### src/dft_pkg.sv
`timescale 1ns / 1ps

package dft_pkg;

  // Widths fixed by the item and register fields.
  localparam int MODE_W     = 2;
  localparam int CH_W       = 3;
  localparam int THR_W      = 11;
  localparam int FRAME_W    = 16;
  localparam int PINS       = 8;
  localparam int SPEED_W    = 2;
  localparam int CFG_DATA_W = 8;
  localparam int CFG_IDX_W  = 1;
  localparam int BIT_IDX_W  = 4;

  // Tick counter covers the longest period: the default bit period at the x4 scale.
  localparam int TICK_W     = 8;
  localparam int PERIOD_W   = TICK_W + 1;

  // Parameter defaults.
  localparam int CHANNELS_DEF        = 8;
  localparam int BIT_TICKS_DEF       = 27;
  localparam int ZERO_HIGH_TICKS_DEF = 10;
  localparam int ONE_HIGH_TICKS_DEF  = 20;

  // Item modes.
  localparam logic [MODE_W-1:0] MODE_TICK  = 2'd0;
  localparam logic [MODE_W-1:0] MODE_WRITE = 2'd1;
  localparam logic [MODE_W-1:0] MODE_START = 2'd2;

  // Speed codes.
  localparam logic [SPEED_W-1:0] SPEED_X2 = 2'd1;
  localparam logic [SPEED_W-1:0] SPEED_X4 = 2'd2;

  // Configuration register indexes.
  localparam logic [CFG_IDX_W-1:0] CFG_SPEED  = 1'b0;
  localparam logic [CFG_IDX_W-1:0] CFG_ENABLE = 1'b1;

  localparam logic [BIT_IDX_W-1:0] LAST_BIT = 4'd15;

  // Nonzero throttle values below this are commands and carry the flag bit.
  localparam logic [THR_W-1:0] CMD_THR_LIMIT = 11'd24;

  typedef struct packed {
    logic                 sending;
    logic [BIT_IDX_W-1:0] bit_index;
    logic [TICK_W-1:0]    tick_count;
  } tx_state_t;

  function automatic logic [1:0] speed_shift(input logic [SPEED_W-1:0] code);
    logic [1:0] sh;
    case (code)
      SPEED_X2: sh = 2'd1;
      SPEED_X4: sh = 2'd2;
      default:  sh = 2'd0;
    endcase
    return sh;
  endfunction

  function automatic logic [FRAME_W-1:0] build_frame(input logic [THR_W-1:0] thr);
    logic [11:0] v;
    logic [3:0]  csum;
    v    = {thr, (thr != '0) && (thr < CMD_THR_LIMIT)};
    csum = v[3:0] ^ v[7:4] ^ v[11:8];
    return {v, csum};
  endfunction

endpackage

### src/dft_frame_store.sv
`timescale 1ns / 1ps

module dft_frame_store
  import dft_pkg::*;
#(
  parameter int CHANNELS = CHANNELS_DEF
) (
  input  logic                               clk,
  input  logic                               rst_n,
  input  logic                               wr_en,
  input  logic [CH_W-1:0]                    wr_channel,
  input  logic [FRAME_W-1:0]                 wr_frame,
  input  logic                               start,
  output logic [CHANNELS-1:0][FRAME_W-1:0]   sending_nxt
);

  logic [CHANNELS-1:0][FRAME_W-1:0] channel_frames_r;
  logic [CHANNELS-1:0][FRAME_W-1:0] sending_frames_r;

  // The frames in flight are swapped in at the frame start only.
  assign sending_nxt = start ? channel_frames_r : sending_frames_r;

  always_ff @(posedge clk) begin
    if (!rst_n) begin
      channel_frames_r <= '0;
      sending_frames_r <= '0;
    end else begin
      sending_frames_r <= sending_nxt;
      for (int c = 0; c < CHANNELS; c++) begin
        if (wr_en && ({1'b0, wr_channel} == (CH_W + 1)'(c))) begin
          channel_frames_r[c] <= wr_frame;
        end
      end
    end
  end

endmodule

### src/dft_bit_timer.sv
`timescale 1ns / 1ps

module dft_bit_timer
  import dft_pkg::*;
#(
  parameter int BIT_TICKS = BIT_TICKS_DEF
) (
  input  logic               clk,
  input  logic               rst_n,
  input  logic               accept,
  input  logic [MODE_W-1:0]  mode,
  input  logic [SPEED_W-1:0] speed_mode,
  output tx_state_t          st_nxt,
  output logic               start,
  output logic               done
);

  tx_state_t           st_r;
  logic [PERIOD_W-1:0] period;
  logic [PERIOD_W-1:0] tick_inc;

  assign period   = PERIOD_W'(BIT_TICKS) << speed_shift(speed_mode);
  assign tick_inc = {1'b0, st_r.tick_count} + PERIOD_W'(1);
  assign start    = accept && (mode == MODE_START) && !st_r.sending;

  always_comb begin
    st_nxt = st_r;
    done   = 1'b0;
    if (start) begin
      st_nxt.sending    = 1'b1;
      st_nxt.bit_index  = '0;
      st_nxt.tick_count = '0;
    end else if (accept && (mode == MODE_TICK) && st_r.sending) begin
      // A period shortened by a speed change mid-bit ends on this tick.
      if (tick_inc >= period) begin
        st_nxt.tick_count = '0;
        if (st_r.bit_index == LAST_BIT) begin
          st_nxt.bit_index = '0;
          st_nxt.sending   = 1'b0;
          done             = 1'b1;
        end else begin
          st_nxt.bit_index = st_r.bit_index + BIT_IDX_W'(1);
        end
      end else begin
        st_nxt.tick_count = tick_inc[TICK_W-1:0];
      end
    end
  end

  always_ff @(posedge clk) begin
    if (!rst_n) begin
      st_r <= '0;
    end else begin
      st_r <= st_nxt;
    end
  end

  a_end_on_last_bit: assert property (@(posedge clk) disable iff (!rst_n)
    $fell(st_r.sending) |-> ($past(st_r.bit_index) == LAST_BIT))
    else $error("transmission ended before the last bit");

  a_start_from_zero: assert property (@(posedge clk) disable iff (!rst_n)
    $rose(st_r.sending) |-> (st_r.bit_index == '0) && (st_r.tick_count == '0))
    else $error("transmission started off the first tick");

  a_idle_counters: assert property (@(posedge clk) disable iff (!rst_n)
    !st_r.sending |-> (st_r.bit_index == '0))
    else $error("bit index moved while idle");

endmodule

### src/dshot_frame_transmitter_top.sv
`timescale 1ns / 1ps
// Channel   Handshake              Payload
// in_       in_valid / in_stall    in_mode, in_channel, in_throttle
// out_      out_valid / out_stall  out_pin_levels, out_busy_res, out_frame_word,
//                                  out_frame_done
// cfg_      cfg_we                 cfg_index, cfg_data
//
// Each transaction updates state at the accepting edge and the result is in the
// output register on the next cycle, so one item per cycle is sustained while the
// output is not stalled. The output register holds one result; in_stall is raised only while
// it is full and out_stall is high. Synchronous reset clears all frames, the bit
// timer, the configuration registers and the output valid.

module dshot_frame_transmitter_top
  import dft_pkg::*;
#(
  parameter int CHANNELS        = CHANNELS_DEF,
  parameter int BIT_TICKS       = BIT_TICKS_DEF,
  parameter int ZERO_HIGH_TICKS = ZERO_HIGH_TICKS_DEF,
  parameter int ONE_HIGH_TICKS  = ONE_HIGH_TICKS_DEF
) (
  input  logic                  clk,
  input  logic                  rst_n,
  input  logic                  in_valid,
  output logic                  in_stall,
  input  logic [MODE_W-1:0]     in_mode,
  input  logic [CH_W-1:0]       in_channel,
  input  logic [THR_W-1:0]      in_throttle,
  output logic                  out_valid,
  input  logic                  out_stall,
  output logic [PINS-1:0]       out_pin_levels,
  output logic                  out_busy_res,
  output logic [FRAME_W-1:0]    out_frame_word,
  output logic                  out_frame_done,
  input  logic                  cfg_we,
  input  logic [CFG_IDX_W-1:0]  cfg_index,
  input  logic [CFG_DATA_W-1:0] cfg_data
);

  logic [SPEED_W-1:0]               speed_mode_r;
  logic [PINS-1:0]                  channel_enable_r;
  logic                             accept;
  logic                             wr_en;
  logic [FRAME_W-1:0]               frame;
  logic                             start;
  logic                             done;
  tx_state_t                        st_nxt;
  logic [CHANNELS-1:0][FRAME_W-1:0] sending_nxt;
  logic [1:0]                       sh;
  logic [PINS-1:0]                  levels;

  logic                             out_valid_r;
  logic [PINS-1:0]                  pin_levels_r;
  logic                             busy_r;
  logic [FRAME_W-1:0]               frame_word_r;
  logic                             frame_done_r;

  assign in_stall = out_valid_r && out_stall;
  assign accept   = in_valid && !in_stall;
  assign wr_en    = accept && (in_mode == MODE_WRITE);
  assign frame    = build_frame(in_throttle);

  always_ff @(posedge clk) begin
    if (!rst_n) begin
      speed_mode_r     <= '0;
      channel_enable_r <= '0;
    end else if (cfg_we) begin
      case (cfg_index)
        CFG_SPEED:  speed_mode_r     <= cfg_data[SPEED_W-1:0];
        CFG_ENABLE: channel_enable_r <= cfg_data[PINS-1:0];
        default: ;
      endcase
    end
  end

  dft_frame_store #(
    .CHANNELS(CHANNELS)
  ) u_store (
    .clk        (clk),
    .rst_n      (rst_n),
    .wr_en      (wr_en),
    .wr_channel (in_channel),
    .wr_frame   (frame),
    .start      (start),
    .sending_nxt(sending_nxt)
  );

  dft_bit_timer #(
    .BIT_TICKS(BIT_TICKS)
  ) u_timer (
    .clk       (clk),
    .rst_n     (rst_n),
    .accept    (accept),
    .mode      (in_mode),
    .speed_mode(speed_mode_r),
    .st_nxt    (st_nxt),
    .start     (start),
    .done      (done)
  );

  // Pin levels after this item, from the next timer state and frames.
  assign sh = speed_shift(speed_mode_r);

  always_comb begin
    logic                bit_val;
    logic [PERIOD_W-1:0] hi;
    levels = '0;
    for (int c = 0; c < CHANNELS; c++) begin
      bit_val = sending_nxt[c][LAST_BIT - st_nxt.bit_index];
      hi = (bit_val ? PERIOD_W'(ONE_HIGH_TICKS) : PERIOD_W'(ZERO_HIGH_TICKS)) << sh;
      levels[c] = st_nxt.sending && channel_enable_r[c] &&
                  ({1'b0, st_nxt.tick_count} < hi);
    end
  end

  always_ff @(posedge clk) begin
    if (!rst_n) begin
      out_valid_r <= 1'b0;
    end else begin
      out_valid_r <= accept || (out_valid_r && out_stall);
    end
  end

  always_ff @(posedge clk) begin
    if (accept) begin
      pin_levels_r <= levels;
      busy_r       <= st_nxt.sending;
      frame_word_r <= (in_mode == MODE_WRITE) ? frame : '0;
      frame_done_r <= done;
    end
  end

  assign out_valid      = out_valid_r;
  assign out_pin_levels = pin_levels_r;
  assign out_busy_res   = busy_r;
  assign out_frame_word = frame_word_r;
  assign out_frame_done = frame_done_r;

  a_done_idle: assert property (@(posedge clk) disable iff (!rst_n)
    (out_valid && out_frame_done) |-> !out_busy_res)
    else $error("frame_done reported while still busy");

  a_idle_pins_low: assert property (@(posedge clk) disable iff (!rst_n)
    (out_valid && !out_busy_res) |-> (out_pin_levels == '0))
    else $error("pins driven while idle");

  a_frame_check: assert property (@(posedge clk) disable iff (!rst_n)
    out_valid |-> ((out_frame_word[3:0] ^ out_frame_word[7:4] ^ out_frame_word[11:8]
                    ^ out_frame_word[15:12]) == 4'd0))
    else $error("frame check nibble does not match");

endmodule

### config.mk
export PLATFORM = sky130hd
export DESIGN_NAME = dshot_frame_transmitter_top
export DESIGN_NICKNAME = d
export VERILOG_FILES = /design/src/dft_pkg.sv /design/src/dft_frame_store.sv /design/src/dft_bit_timer.sv /design/src/dshot_frame_transmitter_top.sv
export SDC_FILE = /design/constraint.sdc
export NUM_CORES = 1
export LEC_CHECK = 0
export ABC_AREA = 1
export CAP_MARGIN = 20
export CORE_ASPECT_RATIO = 1.2
export CORE_MARGIN = 3
export CORE_UTILIZATION = 45
export DETAILED_ROUTE_END_ITERATION = 8
export DONT_BUFFER_PORTS = 1
export PLACE_DENSITY = 0.6
export SLEW_MARGIN = 20
export SYNTH_ARGS = -nofsm -noshare
export SYNTH_HDL_FRONTEND = slang
export SYNTH_SLANG_ARGS = --single-unit
### constraint.sdc
create_clock -name clk -period 5 [get_ports clk]
set_input_delay 0.5 -clock clk [delete_from_list [all_inputs] [get_ports clk]]
set_output_delay 0.5 -clock clk [all_outputs]
set_load 0.005 [all_outputs]
-- Word level (Yosys, flattened, before mapping)
Cells that the tools add are included.
- register bits after elaboration: 306
- bits of input ports: 30
- output and inout port bits: 28
- reductions and logical operators: 41
- shift operators: 9
- order comparisons: 11
- add/sub/neg operators: 3
- muxes and demuxes: 33
- equality and inequality tests: 12
- bitwise operators: 5
- operator list (operator ; number):
    128-bit two-way mux ; 1
    8-bit by 9-bit < comparator with 1-bit output ; 8
    5-bit by 2-bit << shifter with 9-bit output ; 8
    5-bit two-way mux ; 9
    1-bit binary-select mux with 4-bit select ; 8
    1-bit logical AND ; 32
    13-bit two-way mux ; 2
    3-bit == test (second input constant) ; 4
    11-bit by 5-bit < comparator with 1-bit output (second input constant) ; 1
    11-bit nonzero test ; 1
    1-bit two-way mux ; 10
    8-bit by 1-bit adder with 9-bit output (second input constant) ; 1
    9-bit greater-or-equal comparator ; 1
    5-bit by 2-bit << shifter with 9-bit output (first input constant) ; 1
    8-bit two-way mux ; 1
    4-bit bitwise XOR ; 2
    3-bit by 2-bit == test with 1-bit output (second input constant) ; 2
    4-bit by 5-bit < comparator with 1-bit output (second input constant) ; 1
    4-bit by 1-bit adder with 4-bit output (second input constant) ; 1
    2-bit by 1-bit == test with 1-bit output (second input constant) ; 2
    2-bit == test (second input constant) ; 2
    4-bit == test (second input constant) ; 1
    4-bit two-way mux ; 1
    2-bit case mux with 2 select lines ; 1
    other kinds (9) ; 13

-- Logic depth before layout (Yosys ltp)
Gate-level depths: netlist (run 1).
- depth after elaboration: 14
- mapped depth: 35
- gate-level depth less buffers: 34

-- Hierarchy
From an unflattened synthesis (run 1), not the netlist that was laid out.
- cell total of the unflattened synthesis: 2362
- area total of the unflattened synthesis: 16009.1 sq um
- by module, submodules not included (module ; times used ; area each (sq um) ; cells each):
    dft_frame_store ; 1 ; 9983.3 ; 1409
    dshot_frame_transmitter_top ; 1 ; 4926.0 ; 787
    dft_bit_timer ; 1 ; 1099.8 ; 166

-- Worst setup path after synthesis (run 1)
OpenSTA, ideal clock, no wires.
- path type: reg2reg
- from: register speed_mode_r[0]
- to: register pin_levels_r[0], in the netlist out_pin_levels[0], data pin
- slack: 0.599 ns
- period minus slack after synthesis: 4.401 ns
- data arrival time: 4.261 ns
- required time: 4.860 ns
- cell stages (with the launch flop): 32
- path buffers: 4
- path through: dfxtp_1 inv_1 ha_1 clkbuf_1 inv_1 clkbuf_1 ha_1 nand2_1 inv_1 nand2_1 nand2_1 nand2_1 nand2_2 nand3_1 buf_2 buf_2 nand4_1 nand3_1 nand3_2 nand3_2 nand2_2 ha_1 nand2_1 ha_1 o21a_1 o21a_1 o21a_1 o21a_1 o21a_1 o21ai_0 nand2_1 nor2_1
- longest elaborated chain between the ends: 14
- ends and longest elaborated chain (item ; line ; text):
    start: declaration ; dshot_frame_transmitter_top.sv:40 ; logic [SPEED_W-1:0] speed_mode_r;
    start signal: assignment ; dshot_frame_transmitter_top.sv:69 ; CFG_SPEED: speed_mode_r <= cfg_data[SPEED_W-1:0];
    2-bit == test or 2-bit by 1-bit == test with 1-bit output (tied branches) ; dft_pkg.sv:52 ; case (code)
    2-bit case mux with 2 select lines * ; dft_pkg.sv:52 ;
    5-bit by 2-bit << shifter with 9-bit output ; dft_bit_timer.sv:22 ; assign period = PERIOD_W'(BIT_TICKS) << speed_shift(speed_mode);
    9-bit greater-or-equal comparator ; dft_bit_timer.sv:35 ; if (tick_inc >= period) begin
    5-bit two-way mux ; dft_bit_timer.sv:35 ;
    13-bit two-way mux ; dft_bit_timer.sv:33 ; end else if (accept && (mode == MODE_TICK) && st_r.sending) begin
    13-bit two-way mux ; dft_bit_timer.sv:29 ; if (start) begin
    4-bit subtractor ; dshot_frame_transmitter_top.sv:109 ; bit_val = sending_nxt[c][LAST_BIT - st_nxt.bit_index];
    1-bit binary-select mux with 4-bit select ; dshot_frame_transmitter_top.sv:109 ;
    1-bit two-way mux (implied by the code) ; dshot_frame_transmitter_top.sv:109 ;
    5-bit two-way mux ; dshot_frame_transmitter_top.sv:110 ; hi = (bit_val ? PERIOD_W'(ONE_HIGH_TICKS) : PERIOD_W'(ZERO_HIGH_TICKS)) << sh;
    5-bit by 2-bit << shifter with 9-bit output ; dshot_frame_transmitter_top.sv:110 ;
    8-bit by 9-bit < comparator with 1-bit output ; dshot_frame_transmitter_top.sv:112 ; ({1'b0, st_nxt.tick_count} < hi);
    1-bit logical AND * ; dshot_frame_transmitter_top.sv:111 ; levels[c] = st_nxt.sending && channel_enable_r[c] &&
    named net levels[0] ; dshot_frame_transmitter_top.sv:50 ; logic [PINS-1:0] levels;
    end signal: assignment ; dshot_frame_transmitter_top.sv:126 ; pin_levels_r <= levels;
    end: declaration ; dshot_frame_transmitter_top.sv:53 ; logic [PINS-1:0] pin_levels_r;
Mark *: on every way through the listed nets, which the timed path passes. The rest lies on a longest branch. The select of a mux whose other input is x is not followed.
A chain may end at the register's enable or synchronous reset.

-- Worst setup path in the final report (run 1)
- from: register u_timer.st_r[1] (netlist bit)
- to: register pin_levels_r[1], in the netlist out_pin_levels[1], data pin
- longest elaborated chain between the ends: 12
- ends and longest elaborated chain (item ; line ; text):
    start: declaration ; dft_bit_timer.sv:18 ; tx_state_t st_r;
    start signal: assignment ; dft_bit_timer.sv:54 ; st_r <= st_nxt;
    8-bit by 1-bit adder with 9-bit output ; dft_bit_timer.sv:23 ; assign tick_inc = {1'b0, st_r.tick_count} + PERIOD_W'(1);
    9-bit greater-or-equal comparator ; dft_bit_timer.sv:35 ;
    5-bit two-way mux ; dft_bit_timer.sv:35 ;
    13-bit two-way mux * ; dft_bit_timer.sv:33 ;
    13-bit two-way mux * ; dft_bit_timer.sv:29 ;
    4-bit subtractor ; dshot_frame_transmitter_top.sv:109 ;
    1-bit binary-select mux with 4-bit select ; dshot_frame_transmitter_top.sv:109 ;
    1-bit two-way mux (implied by the code) ; dshot_frame_transmitter_top.sv:109 ;
    5-bit two-way mux ; dshot_frame_transmitter_top.sv:110 ;
    5-bit by 2-bit << shifter with 9-bit output ; dshot_frame_transmitter_top.sv:110 ;
    8-bit by 9-bit < comparator with 1-bit output ; dshot_frame_transmitter_top.sv:112 ;
    1-bit logical AND * ; dshot_frame_transmitter_top.sv:111 ;
    named net levels[1] ; dshot_frame_transmitter_top.sv:50 ;
Marks and branches as above.

==> impl_metrics.ini, run 1 <==
[run_status]
status = completed

[setup_path]
critical_path_class = register to register
critPathRequiredTime_ns = 5.33
critPathLaunch = u_timer.st_r[1]$_SDFF_PN0_
crit_fanout = 7
r2r-end = out_pin_levels[1]$_DFFE_PP_
startpoint_type = register
worst_path_most_repeated_cell = nand2_1
crit_arrival_ns = 5.08
critPathCaptureType = register
timing.rr.start = u_timer.st_r[1]$_SDFF_PN0_
cpPeakStageDelay_ns = 0.35
reg2reg_slack_ns = 0.25
critPathSlowestCell = a2111oi_4
reg2reg_depth = 33

[power]
powerDensity_nw_per_um2 = 334
irDropWorstVdd_uv = 259
p_leak_nw = 7.52

[clocking]
numCtsBuffers = 35
insertion_delay_ns = 0.53
cts_tree = built
h-tree-depth = 2
holdBufCountCts = 0
cts.sinks = 306
clock-root-buffer = clkbuf_16
path_clk_slew_ns = 0.06
cts_buffer_depth = 3

[synthesis]
synth_top_family_by_area = simple AND/OR/NAND/NOR gates
seq_area_frac_synth = 0.425
synth_area_sq_um = 15000
syn_inst = 1956
yosys.area_share.adder = 0.0715
syn_nets = 2072
synth_xor_area_frac = 0.00757
ys_seq_elements = 306
yosysWarnings = 0
synth_compound_area_frac = 0.169
synth_edf_count = 26
yosys.area_share.simple = 0.224
synth.area.mux_share = 0
avgSynthCellArea_sq_um = 7.69
ys_types = 40
dominantRegCellSynth = dfxtp_1
async_flop_share = 0

[floorplanning]
initial_core_util = 0.461
num_rows = 72
core-area_sq_um = 32600
io_pins = 58
dieArea_sq_um = 35700
dieWidth_um = 173
die_h_um = 206

[timing]
fin_crit_sh = 0.950
max_freq_mhz = 211
finalHoldViolCount = 0
skew_ns = 0.0151
relSlewSlack = 0.294
setup_viol = 0
hold_slack_ns = 0.100
final.setup.tns_ns = 0
tightest_slew_ns = 1.06
maxSlewViolCount = 0
period_needed_ns = 4.75
setup_ws_ns = 0.250

[route]
drc = 0
vias = 13000
drt-total-wl_um = 43100
vias_per_cell = 5.39
wl_per_cell_um = 17.9
firstDrtPassIters = 8
ant_nets = 0
drt_iter0_drc = 1166

[grt]
grt_max_degree = 133
grt_usage = 0.229
gr-total-overflow = 0
grt_pass1_wl_um = 65900
first_global_vias = 11900
grt_antenna_before_repair = 0

[finish]
fin_nets = 2055
fillCellCount = 3133
diodes = 0
utilization = 0.527
drive_gt1_frac = 0.133
area_growth_pct = 14.3

[placement]
dp_hpwl_um = 26000
gp_congestion = 0.811
numPortBuffers = 0
dp_slack_ns = 0.159

[flow_run]
maxCapViolCount = 0

[min_path]
hold_start = in_valid
hp-class = input pin to register
min_path_cells = 2
min_to = out_valid$_SDFF_PN0_
==> metrics by stage <==
stage	instance area, sq um	total power [W]	std cells
3_3_place_gp	15400	0.00316	2321
4_1_cts	16600	0.00575	2384
5_1_grt	17200	0.00597	2409
3_5_place_dp	15400	0.00317	2321
6_report	17200	0.00574	2409
2_1_floorplan	15000	0.00303	1956
==> critical path: cells and delay by family (launching register included) <==
| family | cells | cell delay [ns] |
|---|---|---|
| AO/OA/AOI/OAI | 4 | 0.75 |
| XOR/XNOR | 1 | 0.21 |
| adder cells (fa/ha/maj) | 4 | 1.04 |
| buffers and inverters | 3 | 0.36 |
| flip-flops | 1 | 0.33 |
| AND/OR/NAND/NOR | 21 | 1.84 |
==> state kept, by name, indices dropped and copies added (netlist names), 2 cells and up <==
| name | flops |
|---|---|
| u_store.channel_frames_r | 128 |
| u_store.sending_frames_r | 128 |
| out_frame_word | 16 |
| u_timer.st_r | 13 |
| channel_enable_r | 8 |
| out_pin_levels | 8 |
| speed_mode_r | 2 |
==> cells in the mapped netlist, types with 37 or more instances <==
master,instances,area share
nand2_1,206,0.051
dfxtp_1,280,0.37
nand4_1,65,0.027
inv_1,205,0.051
clkbuf_1,64,0.016
a21oi_1,152,0.051
o21ai_0,230,0.077
nand3_1,109,0.036
inv_2,37,0.0092
ha_1,86,0.072
o21a_1,60,0.030
nor2_1,185,0.046
==> metal layers <==
metal | GRT usage | wire length, um | part of all wire | vias up
met3 | 0.0298 | 2330 | 0.054 | 56
met1 | 0.310 | 19700 | 0.46 | 6170
met4 | 0.0562 | 783 | 0.018 | 0
li1 | - | - | - | 6402
met5 | 0 | 0 | 0 | -
met2 | 0.390 | 20300 | 0.47 | 361
==> repair_timing <==
item / 4_1_cts / 5_1_grt
resized for setup: 0 / 59
setup endpoints to repair: 0 / 8
buffers inserted: 0 / 18
==> kinds of logic after synthesis <==
kind of cell               count (synthesis)
AOI/OAI and AO/OA                        474
xor gates and xnor gates                  13
adders and majority gates                 86
buffers and inverters                    379
DFF                                      306
and+or+nand+nor                          698
==> layout make-up <==
| class | instances | area, sq um | share of cell area |
|---|---|---|---|
| clock buffer | 53 | 1070 | 0.0621 |
| clock inverter | 10 | 92.6 | 0.00538 |
| inverter | 259 | 995 | 0.0579 |
| multi-input combinational | 1271 | 7380 | 0.429 |
| sequential | 306 | 6390 | 0.372 |
| tap | 444 | 556 | 0.0323 |
| timing repair buffer | 66 | 714 | 0.0416 |
==> worst max path at each step <==
stage	end
floorplan	out_pin_levels[0]$_DFFE_PP_
global placement	out_pin_levels[1]$_DFFE_PP_
detailed placement	out_pin_levels[1]$_DFFE_PP_
CTS	out_pin_levels[1]$_DFFE_PP_
global route	out_pin_levels[2]$_DFFE_PP_
finish	out_pin_levels[1]$_DFFE_PP_
==> where the power goes <==
group	switching (W)	leakage, nW	internal, W
Combinational	0.000375	4.42	0.000203
Clock	0.00104	0.567	0.00153
Sequential	0.0000249	2.53	0.00255
Total	0.00144	7.52	0.00429
==> layout by cell type, fill, tap and decap left out, types with 4 or more instances in the layout <==
| master | n |
|---|---|
| nor3_1 | 4 |
| o21ai_1 | 31 |
| inv_1 | 205 |
| buf_12 | 9 |
| ha_4 | 7 |
| nand2_2 | 6 |
| or2_0 | 31 |
| nand2_1 | 206 |
| xor2_1 | 11 |
| dfxtp_1 | 278 |
| or2_2 | 36 |
| o21ai_0 | 223 |
| ha_1 | 78 |
| clkinv_1 | 18 |
| inv_2 | 35 |
| o21a_1 | 60 |
| nand4_1 | 65 |
| buf_4 | 48 |
| clkbuf_16 | 43 |
| edfxtp_1 | 26 |
| clkbuf_8 | 6 |
| nand2_4 | 6 |
| nor2_1 | 183 |
| nand3_1 | 97 |
| a21oi_1 | 152 |
| nand3_2 | 33 |
| or2_1 | 19 |
| clkbuf_1 | 9 |
Note: power is estimated with default switching activity, not from simulation.
==> run 2, diff against run 1 <==
--- a/config.mk
+++ b/config.mk
@@ -7,9 +7,10 @@
 export LEC_CHECK = 0
 export ABC_AREA = 1
 export CAP_MARGIN = 20
-export CORE_ASPECT_RATIO = 1.2
-export CORE_MARGIN = 3
+export CORE_ASPECT_RATIO = 0.6
+export CORE_MARGIN = 5
 export CORE_UTILIZATION = 45
+export CTS_BUF_LIST = sky130_fd_sc_hd__clkbuf_8
 export DETAILED_ROUTE_END_ITERATION = 8
 export DONT_BUFFER_PORTS = 1
 export PLACE_DENSITY = 0.6
==> run 2 against run 1 <==
Compared with the run above: highest routed layer unchanged; core utilization is 1.0 points lower; global-route usage decreased by 0.69 points; count of clock-buffer cells in the layout grew 4.
==> impl_metrics.ini, run 2 (synthesized netlist as in run 1, its figures left out) <==
[run_status]
status = completed

[floorplanning]
dieWidth_um = 246
die_h_um = 152
num_rows = 51
initial_core_util = 0.460
io_pins = 58
dieArea_sq_um = 37300
core-area_sq_um = 32700

[power]
p_comb_frac = 0.109
switchingPower_w = 0.00141
powerDensity_nw_per_um2 = 310
irDropWorstVdd_uv = 184
seq_power_share = 0.492
p_int_w = 0.00383
switching_share = 0.268
design_power_total_w = 0.00524
clkPwrFrac = 0.399
p_leak_nw = 7.43

[finish]
final_cells = 2426
final_common_cell = dfxtp_1
final_cell_mix = dfxtp_1 (278), o21ai_0 (227), inv_1 (221)
diodes = 0
drive_gt1_frac = 0.135
fin_nets = 2062
multi_input_area_sq_um = 7340
regArea_sq_um = 6390
area_growth_pct = 12.3
fillCellCount = 3228

[clocking]
insertion_delay_ns = 0.59
path_clk_slew_ns = 0.07
holdBufCountCts = 0
cts.sinks = 306
numCtsBuffers = 48
h-tree-depth = 2
cts_buffer_depth = 3
cts_tree = built
clock-root-buffer = clkbuf_8

[setup_path]
cpPeakStageDelay_ns = 0.33
critPathSlowestCell = dfxtp_2
critical_path_class = register to register
startpoint_type = register
crit_fanout = 10
critPathRequiredTime_ns = 5.44
critPathCaptureType = register
worst_path_most_repeated_cell = nand2_1
crit_arrival_ns = 5.19

[route]
vias = 13000
ant_nets = 0
firstDrtPassIters = 5
vias_per_cell = 5.37
wl_per_cell_um = 18.0
drt-total-wl_um = 43600
drt_iter0_drc = 1217
drc = 0

[timing]
tightest_slew_ns = 1.03
maxSlewViolCount = 0
setup_viol = 0
max_freq_mhz = 211
period_needed_ns = 4.75
relSlewSlack = 0.313
fin_crit_sh = 0.949
finalHoldViolCount = 0
setup_ws_ns = 0.255
skew_ns = 0.0237

[placement]
gp_congestion = 0.838
dp_slack_ns = -0.00140
numPortBuffers = 0
dp_hpwl_um = 26800
place_inst = 2329

[flow_run]
maxCapViolCount = 0

[grt]
grt_max_degree = 133
gr-total-overflow = 0
met2_usage = 0.328
top_usage_layer = met1
grt_util_met3 = 0.0431
grt_usage = 0.222
grt_pass1_wl_um = 66800
grt_use_met1 = 0.339
grt_antenna_before_repair = 0
first_global_vias = 12200

[min_path]
hp-class = input pin to register
-- run 2: power by group through the flow --
stage | Combinational (W) | Sequential [W] | Clock (W)
after floorplan | 0.000405 | 0.00262 | 0
after global placement | 0.000532 | 0.00263 | 0
after global routing | 0.000648 | 0.00258 | 0.00226
after CTS | 0.000550 | 0.00258 | 0.00214
after detailed placement | 0.000547 | 0.00263 | 0
final | 0.000572 | 0.00258 | 0.00209
-- run 2: repair_timing --
item                                    in CTS  in global routing
resized for setup                            1                 44
endpoints found under the setup margin       1                  8
buffers inserted                             0                  9
hold endpoints to repair                     0                  0
gates cloned                                 0                  8
pin swaps                                    0                  6
-- run 2: metal layers --
| metal | vias to the layer above | part of all wire |
|---|---|---|
| li1 | 6411 | - |
| met1 | 6115 | 0.50 |
| met2 | 423 | 0.41 |
| met3 | 68 | 0.078 |
| met4 | 0 | 0.016 |
| met5 | - | 0 |
-- run 2: metrics by stage --
stage / utilization / setup TNS, ns / hold slack, ns / area [sq um]
floorplan: - / 0 / 0.425 / 15000
global placement: 0.474 / 0 / 0.438 / 15500
detailed placement: 0.475 / -0.00140 / 0.441 / 15500
CTS: 0.503 / 0 / 0.00618 / 16400
global route: 0.517 / -0.180 / 0.0447 / 16900
finish: 0.517 / 0 / 0.0345 / 16900
-- run 2: final cells by class --
cell class | instances | share of cell area
inverters | 259 | 0.0586
clock inverters | 23 | 0.00763
clock buffers | 57 | 0.0464
repair buffers | 59 | 0.0413
well taps | 450 | 0.0333
flip-flops and latches | 306 | 0.378
multi-input cells | 1272 | 0.434
-- run 2: critical path: cells and delay by family (launching register included) --
kind / cells / cell delay (ns)
AND/OR/NAND/NOR: 19 / 2.00
AO/OA/AOI/OAI: 6 / 0.89
adder cells (fa/ha/maj): 3 / 0.82
buffers and inverters: 6 / 0.57
flip-flops: 1 / 0.33
-- run 2: path summary, 6_finish.rpt --
path | start | end | slack (ns) | cells after the start
setup reg to reg | u_timer.st_r[0]$_SDFF_PN0_ | out_pin_levels[5]$_DFFE_PP_ | 0.25 | 34
setup / recovery | u_timer.st_r[0]$_SDFF_PN0_ | out_pin_levels[5]$_DFFE_PP_ | 0.25 | 34
hold / removal | in_valid | out_valid$_SDFF_PN0_ | 0.03 | 2
hold reg to reg | u_store.channel_frames_r[49]$_SDFFE_PN0P_ | u_store.channel_frames_r[49]$_SDFFE_PN0P_ | 0.45 | 2
==> run 3, diff against run 2 <==
--- a/config.mk
+++ b/config.mk
@@ -7,13 +7,15 @@
 export LEC_CHECK = 0
 export ABC_AREA = 1
 export CAP_MARGIN = 20
+export CELL_PAD_IN_SITES_DETAIL_PLACEMENT = 1
+export CELL_PAD_IN_SITES_GLOBAL_PLACEMENT = 1
 export CORE_ASPECT_RATIO = 0.6
 export CORE_MARGIN = 5
 export CORE_UTILIZATION = 45
 export CTS_BUF_LIST = sky130_fd_sc_hd__clkbuf_8
 export DETAILED_ROUTE_END_ITERATION = 8
 export DONT_BUFFER_PORTS = 1
-export PLACE_DENSITY = 0.6
+export PLACE_DENSITY = 0.76
 export SLEW_MARGIN = 20
 export SYNTH_ARGS = -nofsm -noshare
 export SYNTH_HDL_FRONTEND = slang
==> run 3 against run 2 <==
Compared with the run above: global-route usage grew 2.8 points; via count grew 3.8%; final area grew 0.50%; clock skew grew 0.0086 ns; worst setup slack lost 0.016 ns; count of clock-buffer cells in the layout grew 7; first-iteration DRC count shrank 15%; core utilization grew 0.26 points; die area is the same; power grew 2.7%; non-clock buffer count grew 8; fmax shrank 0.33%; largest cell class unchanged.
==> impl_metrics.ini, run 3 (synthesized netlist as in run 1, its figures left out) <==
[run_status]
status = completed

[placement]
dp_slack_ns = 0.0362
numPortBuffers = 0
dp_hpwl_um = 31100
gp_congestion = 0.818

[setup_path]
r2r-end = out_pin_levels[2]$_DFFE_PP_
worst_path_most_repeated_cell = nand2_1
critPathSlowestCell = dfxtp_4
crit_fanout = 8
crit_arrival_ns = 5.14
critical_path_class = register to register
startpoint_type = register
critPathRequiredTime_ns = 5.38
cpPeakStageDelay_ns = 0.36
reg2reg_slack_ns = 0.24
critPathLaunch = u_timer.st_r[0]$_SDFF_PN0_
reg2reg_depth = 33
crit_end = out_pin_levels[2]$_DFFE_PP_
critPathCaptureType = register
timing.rr.start = u_timer.st_r[0]$_SDFF_PN0_

[clocking]
insertion_delay_ns = 0.61
cts_tree = built
h-tree-depth = 2
numCtsBuffers = 49
clock-root-buffer = clkbuf_8
cts_buffer_depth = 3
path_clk_slew_ns = 0.06
cts.sinks = 306

[timing]
fin_crit_sh = 0.952
max_freq_mhz = 210
setup_viol = 0
tightest_slew_ns = 1.06
rsz0062_at_grt = yes
maxSlewViolCount = 0
relSlewSlack = 0.295
skew_ns = 0.0323
hold_slack_ns = 0.0389
finalHoldViolCount = 0
period_needed_ns = 4.76
setup_ws_ns = 0.239

[power]
p_comb_frac = 0.112
switching_share = 0.275
irDropWorstVdd_uv = 212
clkPwrFrac = 0.408
p_leak_nw = 7.52
switchingPower_w = 0.00148
seq_power_share = 0.480
powerDensity_nw_per_um2 = 317
p_int_w = 0.00390

[finish]
final_common_cell = dfxtp_1
fin_nets = 2071
utilization = 0.520
multi_input_area_sq_um = 7330
drive_gt1_frac = 0.141
regArea_sq_um = 6390
diodes = 0
fillCellCount = 4059
area_growth_pct = 12.9
final_cell_mix = dfxtp_1 (277), o21ai_0 (226), inv_1 (221)

[grt]
grt_usage = 0.250
first_global_vias = 13900
top_usage_layer = met2
grt_antenna_before_repair = 1
grt_pass1_wl_um = 75000
grt_use_met1 = 0.356
grt_util_met3 = 0.0486
gr-total-overflow = 0
met2_usage = 0.396
grt_max_degree = 133

[floorplanning]
dieWidth_um = 246
initial_core_util = 0.460
die_h_um = 152
io_pins = 58
core-area_sq_um = 32700
num_rows = 51
dieArea_sq_um = 37300

[route]
wl_per_cell_um = 20.0
vias_per_cell = 5.54
ant_nets = 0
drc = 0
firstDrtPassIters = 5
vias = 13500
drt-total-wl_um = 48700
drt_iter0_drc = 1037

[min_path]
min_path_cells = 2
hp-class = input pin to register

[flow_run]
maxCapViolCount = 0
[run 3: cell count changes in the layout (fill, tap and decap cells not counted), moves of 3 or more]
cell      previous run  this run
nand3_2             31        27
clkbuf_8            57        64
buf_4               36        48
ha_1                79        82
inv_8                0         3
nand3_1            100       104
[run 3: final cells by class]
cell class	instances	area share
repair inverters	1	0.000663
clock inverters	23	0.00619
clock buffers	64	0.0519
multi-input cells	1271	0.432
repair buffers	67	0.0411
well taps	450	0.0332
flip-flops and latches	306	0.377
inverters	259	0.0587
[run 3: routing by layer]
layer | part of all wire | vias up
li1 | - | 6425
met1 | 0.49 | 6685
met2 | 0.43 | 331
met3 | 0.064 | 74
met4 | 0.019 | 0
met5 | 0 | -
[run 3: power groups by stage]
stage	logic (W)	registers, W	clock network [W]
after floorplan	0.000405	0.00262	0
final	0.000605	0.00258	0.00220
after CTS	0.000581	0.00258	0.00223
after global placement	0.000547	0.00263	0
after global routing	0.000678	0.00258	0.00237
after detailed placement	0.000575	0.00263	0
[run 3: worst min path at each step]
| stage | start | to | slack [ns] |
|---|---|---|---|
| 3_3_place_gp | u_store.channel_frames_r[35]$_SDFFE_PN0P_ | u_store.channel_frames_r[35]$_SDFFE_PN0P_ | 0.44 |
| 4_1_cts | in_valid | out_valid$_SDFF_PN0_ | 0.007 |
| 2_1_floorplan | channel_enable_r[1]$_SDFFE_PN0P_ | channel_enable_r[1]$_SDFFE_PN0P_ | 0.42 |
| 6_report | in_valid | out_valid$_SDFF_PN0_ | 0.04 |
| 5_1_grt | rst_n | u_store.channel_frames_r[125]$_SDFFE_PN0P_ | 0.01 |
| 3_5_place_dp | u_store.channel_frames_r[1]$_SDFFE_PN0P_ | u_store.channel_frames_r[1]$_SDFFE_PN0P_ | 0.45 |
[run 3: critical path: cells and delay by family, from the launching register on]
kind                     cells  cell delay (ns)
buffers and inverters        4             0.48
flip-flops                   1             0.36
AND/OR/NAND/NOR             20             1.68
adder cells (fa/ha/maj)      4             1.14
AO/OA/AOI/OAI                4             0.72
XOR/XNOR                     1             0.15
[run 3: what timing repair did]
item	4_1_cts	5_1_grt
hold buffers	0	1
endpoints found under the hold margin	0	1
gates resized for setup	0	46
setup buffers	0	15
endpoints found under the setup margin	0	8
[run 3: metrics by stage]
stage | std cells | TNS [ns] | area (sq um) | power, W
CTS | 2418 | 0 | 16500 | 0.00540
floorplan | 1956 | 0 | 15000 | 0.00303
finish | 2441 | 0 | 17000 | 0.00538
global route | 2441 | -0.187 | 17000 | 0.00563
global placement | 2331 | 0 | 15500 | 0.00318
detailed placement | 2331 | 0 | 15500 | 0.00321
